**src/gcb_pkg.sv**
```systemverilog
// Shared types, codes and arithmetic helpers for the glyph coverage blend cache.
package gcb_pkg;

  localparam int MAX_WIDTH_DEF  = 512;
  localparam int MAX_HEIGHT_DEF = 512;

  localparam logic [1:0] REQ_BLEND = 2'd0;
  localparam logic [1:0] REQ_END   = 2'd1;
  localparam logic [1:0] REQ_READ  = 2'd2;

  localparam logic [1:0] CFG_TEXT_COLOR     = 2'd0;
  localparam logic [1:0] CFG_SURFACE_WIDTH  = 2'd1;
  localparam logic [1:0] CFG_SURFACE_HEIGHT = 2'd2;

  localparam logic [31:0] TEXT_COLOR_RST = 32'hff00_0000;
  localparam logic [9:0]  DIM_RST        = 10'd512;
  localparam logic [7:0]  FULL_BYTE      = 8'hff;

  typedef enum logic [2:0] {
    S_IDLE,
    S_OPEN,
    S_SWEEP,
    S_ADDR,
    S_READ,
    S_ALPHA,
    S_WRITE,
    S_RESULT
  } state_t;

  typedef struct packed {
    logic [31:0] dst;
    logic [31:0] color;
    logic [7:0]  alpha;
    logic        full;
  } mix_in_t;

  // floor(v / 255), exact for v below 65280
  function automatic logic [7:0] div255(input logic [15:0] v);
    logic [16:0] t;
    t = {1'b0, v} + 17'(v[15:8]) + 17'd1;
    return t[15:8];
  endfunction

endpackage

```
**src/gcb_mix.sv**
```systemverilog
// Per-pixel blend of the text colour into a stored ARGB word.
module gcb_mix (
  input  gcb_pkg::mix_in_t mi,
  output logic [31:0]      pixel
);

  logic [23:0] mixed;
  logic [7:0]  da;

  for (genvar i = 0; i < 3; i++) begin : g_ch
    logic [15:0] prod;
    assign prod = 16'(mi.dst[8*i +: 8]) * 16'(gcb_pkg::FULL_BYTE - mi.alpha)
                + 16'(mi.color[8*i +: 8]) * 16'(mi.alpha);
    assign mixed[8*i +: 8] = gcb_pkg::div255(prod);
  end

  assign da = (mi.alpha > mi.dst[31:24]) ? mi.alpha : mi.dst[31:24];

  always_comb begin
    if (mi.full) begin
      pixel = mi.color;
    end else if (mi.dst == 32'd0) begin
      pixel = {mi.alpha, mi.color[23:0]};
    end else begin
      pixel = {da, mixed};
    end
  end

endmodule

```
**config.mk**
```make
export PLATFORM = sky130hd
export DESIGN_NAME = gcb_mix
export DESIGN_NICKNAME = d
export VERILOG_FILES = /design/src/gcb_pkg.sv /design/src/gcb_mix.sv
export SDC_FILE = /design/constraint.sdc
export NUM_CORES = 1
export LEC_CHECK = 0
export ABC_AREA = 1
export BUFFER_PORTS_ARGS = -buffer_cell sky130_fd_sc_hd__buf_2
export CAP_MARGIN = 20
export CELL_PAD_IN_SITES_DETAIL_PLACEMENT = 0
export CELL_PAD_IN_SITES_GLOBAL_PLACEMENT = 1
export CORE_MARGIN = 3
export CORE_UTILIZATION = 30
export DETAILED_ROUTE_END_ITERATION = 8
export GPL_ROUTABILITY_DRIVEN = 0
export PLACE_DENSITY = 0.64
export SYNTH_ARGS = -nofsm -noshare
export SYNTH_HDL_FRONTEND = slang
export SYNTH_SLANG_ARGS = --single-unit
```
**constraint.sdc**
```tcl
create_clock -name vclk -period 12.4
set_input_delay 0 -clock vclk [all_inputs]
set_output_delay 0 -clock vclk [all_outputs]
set_load 0.02 [all_outputs]
```
## After elaboration in Yosys (flattened, before gate mapping)

Cells that the tools add are included.
Widths: inputs -> output; s select.

- Bits in registers: 0
- Input port bits: 73
- Output and inout bits: 32
- Word-level logic and storage cells: 21

- $add $sub $neg: 10
- Multiply operators: 6
- Magnitude comparators: 1
- Mux-type cells: 3
- Reductions and logical operators: 1

Operator list:

| operator | number |
|---|---|
| $mux 32 | 2 |
| $add 16x1->16 const B | 3 |
| $add 16x16->16 | 3 |
| $add 16x8->16 | 3 |
| $mul 8x8->16 | 3 |
| $logic_not 32->1 | 1 |
| $mul 8x16->16 | 2 |
| $mul 9x9->16 | 1 |
| $sub 8x8->9 const A | 1 |
| $gt 8x8->1 | 1 |
| $mux 8 | 1 |

## Longest topological paths before layout

Gate-level depths: netlist of the first run.

- Depth after elaboration: 7
- Gate-level depth with buffers: 38

## Worst setup path before layout of the first run

Ideal clock, no wire load.

- Path kind: input to output
- Start: input port mi[7] (netlist bit)
- End: output port pixel[14]
- Arrival time: 6.101 ns
- Data required time: 12.400 ns
- Path slack: 6.299 ns
- Stages: 30
- Path through: clkbuf_1 inv_1 clkbuf_1 nand2_1 fa_1 fa_1 inv_1 fa_1 fa_1 fa_1 inv_1 fa_1 inv_1 ha_1 a21oi_1 nand2_1 nand2_1 nand3_1 nand2_1 nand2_1 a21oi_1 xor2_1 ha_1 a21oi_1 nor2_1 nand3_1 nand3_1 nand3_1 nand2_1 inv_1

- Longest elaborated chain between the ends: 7

Ends and longest elaborated chain:

| what | line | text |
|---|---|---|
| start: declaration | gcb_mix.sv:3 | `input gcb_pkg::mix_in_t mi,` |
| $sub 8x8->9 | gcb_mix.sv:12 | `assign prod = 16'(mi.dst[8*i +: 8]) * 16'(gcb_pkg::FULL_BYTE - mi.alpha)` |
| $mul 8x16->16 | gcb_mix.sv:12 |  |
| $add 16x16->16 (*) | gcb_mix.sv:13 | `+ 16'(mi.color[8*i +: 8]) * 16'(mi.alpha);` |
| $add 16x8->16 (*) | gcb_pkg.sv:40 | `t = {1'b0, v} + 17'(v[15:8]) + 17'd1;` |
| $add 16x1->16 (*) | gcb_pkg.sv:40 |  |
| $mux 32 (*) | gcb_mix.sv:22 | `end else if (mi.dst == 32'd0) begin` |
| $mux 32 (*) | gcb_mix.sv:20 | `if (mi.full) begin` |
| end: declaration | gcb_mix.sv:4 | `output logic [31:0] pixel` |

Mark *: on every way between the ends. The rest lies on a longest branch, timed or not.

## Worst setup path in the final report of the first run

- Start: input port mi[6] (netlist bit)
- End: output port pixel[6]

The elaborated chain is that of the path after synthesis.

==> results.md, run 1 <==
- Non-filler cells, final: 3,180
- First-pass GRT wire length: 81,200 um
- Setup violations, final: 0
- Fin crit share: 60.5%
- WL/cell: 15.7 um
- Post-CTS Setup Repair Bufs: 0
- FP Rows: 85
- Congestion Overflow GR: 0
- Setup TNS Final: 0 ns
- Hold Vio Cnt, Final: 0
- RSZ-0062 raised after global routing: no
- Hold-fix buffers, CTS: 0
- Top cells by count, synth: 705 x inv_1, 629 x nand2_1, 287 x fa_1
- Worst Setup Start Kind: input port
- Yosys cell types: 38
- Iteration count of the initial detailed-routing pass: 5
- DR iter-0 viols: 796
- Max_slew headroom: 26.2%
- Nets: 3,060
- Post-Syn Area: 16,500 um^2
- CP max stage delay: 0.68 ns
- IO Port Bufs: 105
- Initial antenna violation count: 10
- Fmax: 133 MHz
- Synthesized instance count: 2,434
- Max-slew violation count: 0
- Critical Path Most Common Cell: nand2_1
- Data arrival, critical path: 7.50 ns
- Detail Route Antenna Nets: 0
- Post-DP HPWL: 41,800 um
- Share of cells above drive strength 1: 6.98%
- Die X: 241 um
- Core area: 54,100 um^2
- Tot GR Track Use: 17.6%
- Die height: 241 um
- Number of vias per cell: 4.56
- Register area: 0 um^2
- Area Growth Syn to Fin: 7.34%
- Worst EP required: 12.40 ns
- Via count: 14,500
- Seq/Total Area, Yosys: 0%
- Placed Instances: 3,176
- CP max FO: 33
- Yosys warns: 0
- Initial Utilization: 30.5%
- Slew @ Worst Pin: 1.10 ns
- Die Area: 57,900 um^2
- Routed WL: 49,900 um
- Count leader, synth: inv_1
- CTS resizes: 0
- Avg Inst Size Synth: 6.79 um^2
- IO Count: 105
- Worst Hold Class: input port to primary output
- Setup crit end kind: primary output
- Clk_buf instances: 0
- Max Cap Viol: 0
- Min Tclk post-route: 7.50 ns
- Synth top area share: 34.8%
- Yosys top cell by area: fa_1
- Largest net degree at the start of global routing: 46
- Finished Core Util: 32.8%
- Critical path's slowest cell: clkinv_1
- Synth top area cells: fa_1 35%, ha_1 17%, inv_1 16%
- Kind of critical path: input port to primary output
- Seq cells: 0
- Status: complete, no violations
- DRC: 0
- # fillers: 5,917
- Vias in the first global route: 15,100
==> cells in the final DEF, fill, tap and decap left out, types with 2 or more instances in the layout <==
| cell type | count |
|---|---|
| xor2_2 | 6 |
| nand2_1 | 629 |
| o21bai_1 | 4 |
| or2_1 | 4 |
| diode_2 | 4 |
| inv_1 | 705 |
| nor4_1 | 7 |
| xnor2_1 | 22 |
| nor3_2 | 3 |
| buf_4 | 10 |
| ha_1 | 218 |
| nand3_1 | 123 |
| nand3_2 | 8 |
| or2_2 | 18 |
| fa_1 | 287 |
| nor3_1 | 3 |
| nor2_4 | 2 |
| nand3b_1 | 3 |
| conb_1 | 3 |
| o21ai_0 | 22 |
| nor2_2 | 8 |
| nand2_2 | 8 |
| a21oi_1 | 35 |
| inv_2 | 4 |
| nand4_1 | 32 |
| buf_2 | 105 |
| clkinv_1 | 4 |
| nor2_1 | 187 |
| a211oi_1 | 3 |
| xor2_1 | 10 |
==> worst max-delay path, delay by kind of cell <==
family          cells  cell delay [ns]
compound gates      3             0.81
buf+inv             8             1.51
fa+ha+maj           8             3.66
simple gates       12             1.28
xor+xnor            1             0.21
==> per-stage QoR <==
| stage | instance area (um^2) | hold slack [ns] | setup WS, ns |
|---|---|---|---|
| floorplan | 16500 | 0.257 | 6.30 |
| global placement | 17700 | 0.330 | 5.03 |
| detailed placement | 17700 | 0.332 | 4.92 |
| CTS | 17700 | 0.338 | 4.88 |
| global route | 17700 | 0.349 | 4.30 |
| finish | 17700 | 0.333 | 4.90 |
==> cells by family after synthesis <==
group	count (synthesis)	synth area share, %
fa+ha+maj	505	51.3
buf+inv	784	17.9
other cells	1	0.0227
compound gates	69	2.29
xor+xnor	38	2.29
simple gates	1037	26.3
==> path summary, 6_finish.rpt <==
kind / from / to / slack, ns / depth (start not counted)
worst max-delay path: mi[6] / pixel[6] / 4.90 / 32
worst min-delay path: mi[35] / pixel[26] / 0.33 / 4
==> layout make-up <==
| cell class | instances | area [um^2] | area share (%) |
|---|---|---|---|
| inverters | 713 | 2680 | 15.1 |
| repair buffers | 115 | 601 | 3.39 |
| multi-input cells | 1652 | 13600 | 76.6 |
| diodes | 4 | 10.0 | 0.0564 |
| well taps | 696 | 871 | 4.91 |
==> per-layer routing <==
layer | vias to the layer above | GRT usage, % | wire length [um]
met3 | 36 | 0.868 | 1880
met1 | 7035 | 25.5 | 24100
met2 | 293 | 30.3 | 23400
li1 | 7144 | - | -
met4 | 2 | 1.57 | 539
met5 | - | 0 | 7
Power of run 1 is left out: the tool's default activity adds up to more than one toggle a clock period on the data nets, which glitch-free logic cannot reach.
==> run 2: changes to the inputs <==
==> constraint.sdc (replaced) <==
create_clock -name vclk -period 7.8
set_input_delay 0 -clock vclk [all_inputs]
set_output_delay 0 -clock vclk [all_outputs]
set_load 0.02 [all_outputs]
==> run 2 against run 1 <==
Sequential share of layout area stayed put. Utilization up 0.074 points. Highest routed layer unchanged. Hold slack worse by 0.0030 ns. Routed wire length down 0.57%. Critical endpoint unchanged. Flip-flop and latch count unchanged. Via count fell by 0.74%. Cell count unchanged.
==> results.md, run 2 (synthesized netlist as in run 1, its figures left out) <==
- # fillers: 5,963 (+0.78%)
- Clk_buf instances: 0 (unchanged)
- Hold Vio Cnt, Final: 0 (unchanged)
- Slew @ Worst Pin: 1.05 ns (-0.0487 ns)
- Iteration count of the initial detailed-routing pass: 5 (unchanged)
- IO Port Bufs: 105 (unchanged)
- FP Rows: 85 (unchanged)
- Number of vias per cell: 4.53 (-0.74%)
- Hold_sp: mi[38]
- RSZ-0062 raised after global routing: no
- Setup crit end kind: primary output
- Critical path's slowest cell: fa_1
- Worst Hold Class: input port to primary output
- Seq cells: 0 (unchanged)
- Die X: 241 um (unchanged)
- IO Count: 105 (unchanged)
- Worst Setup SP: mi[4]
- Post-DP HPWL: 42,400 um (+1.3%)
- Share of cells above drive strength 1: 7.09% (+0.11 points)
- Initial antenna violation count: 5 (-5)
- Most frequent cells in the layout: 705 x inv_1, 629 x nand2_1, 287 x fa_1
- DRC: 0 (unchanged)
- CTS resizes: 0 (unchanged)
- Routed WL: 49,700 um (-0.57%)
- Critical Path Most Common Cell: nand2_1
- Status: complete, no violations
- Post-CTS Setup Repair Bufs: 0 (unchanged)
- Non-filler cells, final: 3,180 (unchanged)
- Congestion Overflow GR: 0 (unchanged)
- Data arrival, critical path: 6.90 ns (-0.60 ns)
- Largest net degree at the start of global routing: 44 (-4.3%)
- Nets: 3,063 (+0.098%)
- Die Area: 57,900 um^2 (unchanged)
- Area Growth Syn to Fin: 7.59%
- Min Tclk post-route: 6.90 ns
- Initial Utilization: 30.5% (unchanged)
- DR iter-0 viols: 802 (+0.75%)
- Fin crit share: 88.5%
- Max-slew violation count: 0 (unchanged)
- Worst EP required: 7.80 ns (-4.60 ns)
- Worst Setup Start Kind: input port
- Hold endpoint: pixel[29]
- Max_slew headroom: 29.9% (+3.7 points)
- CP max stage delay: 0.51 ns (-0.17 ns)
- Kind of critical path: input port to primary output
- Hold-fix buffers, CTS: 0 (unchanged)
- Max Cap Viol: 0 (unchanged)
- Detail Route Antenna Nets: 0 (unchanged)
- Core area: 54,100 um^2 (unchanged)
- Tot GR Track Use: 17.7% (+0.019 points)
- Setup violations, final: 0 (unchanged)
- Die height: 241 um (unchanged)
- WL/cell: 15.6 um (-0.57%)
- Placed Instances: 3,179 (+0.094%)
- Register area: 0 um^2 (unchanged)
- Setup TNS Final: 0 ns (unchanged)
- Via count: 14,400 (-0.74%)
- Most common cell after layout, fill and taps aside: inv_1
- First-pass GRT wire length: 80,800 um (-0.55%)
- Fmax: 145 MHz
- CP max FO: 26 (-21%)
- Hold path depth: 4 (unchanged)
- Vias in the first global route: 15,000 (-1.0%)
- Hold_ws: 0.330 ns (-0.00304 ns)
[run 2: area by class of cell]
| class | count | area [um^2] | share of cell area [%] |
|---|---|---|---|
| inverter | 713 | 2680 | 15.1 |
| antenna | 1 | 2.50 | 0.0141 |
| timing repair buffer | 118 | 648 | 3.65 |
| multi-input combinational | 1652 | 13600 | 76.4 |
| tap | 696 | 871 | 4.90 |
[run 2: stage by stage]
step,util (%),worst slack (ns),instance area (um^2)
floorplan,-,1.70,16500
global placement,32.8,0.855,17800
detailed placement,32.8,0.861,17800
CTS,32.8,0.826,17800
global route,32.8,0.320,17800
finish,32.8,0.895,17800
[run 2: routing by layer]
| layer | vias up | share of wire (%) | track usage (%) |
|---|---|---|---|
| li1 | 7145 | - | - |
| met1 | 6935 | 48 | 25.4 |
| met2 | 296 | 47 | 30.4 |
| met3 | 24 | 4.5 | 1.49 |
| met4 | 2 | 0.48 | 0.893 |
| met5 | - | 0.026 | 0 |
[run 2: worst max path at each step]
stage,end,slack (ns),depth (start not counted)
5_1_grt,pixel[6],0.32,33
6_report,pixel[6],0.90,31
3_5_place_dp,pixel[6],0.86,31
3_3_place_gp,pixel[6],0.86,31
4_1_cts,pixel[6],0.83,31
2_1_floorplan,pixel[14],1.70,30
[run 2: critical path: cells and delay by family]
family | cells | cell delay [ns]
AO/OA/AOI/OAI | 3 | 0.78
adder cells (fa/ha/maj) | 8 | 3.53
buffers and inverters | 7 | 1.19
AND/OR/NAND/NOR | 12 | 1.18
XOR/XNOR | 1 | 0.22
Power of run 2 is left out for the same reason.
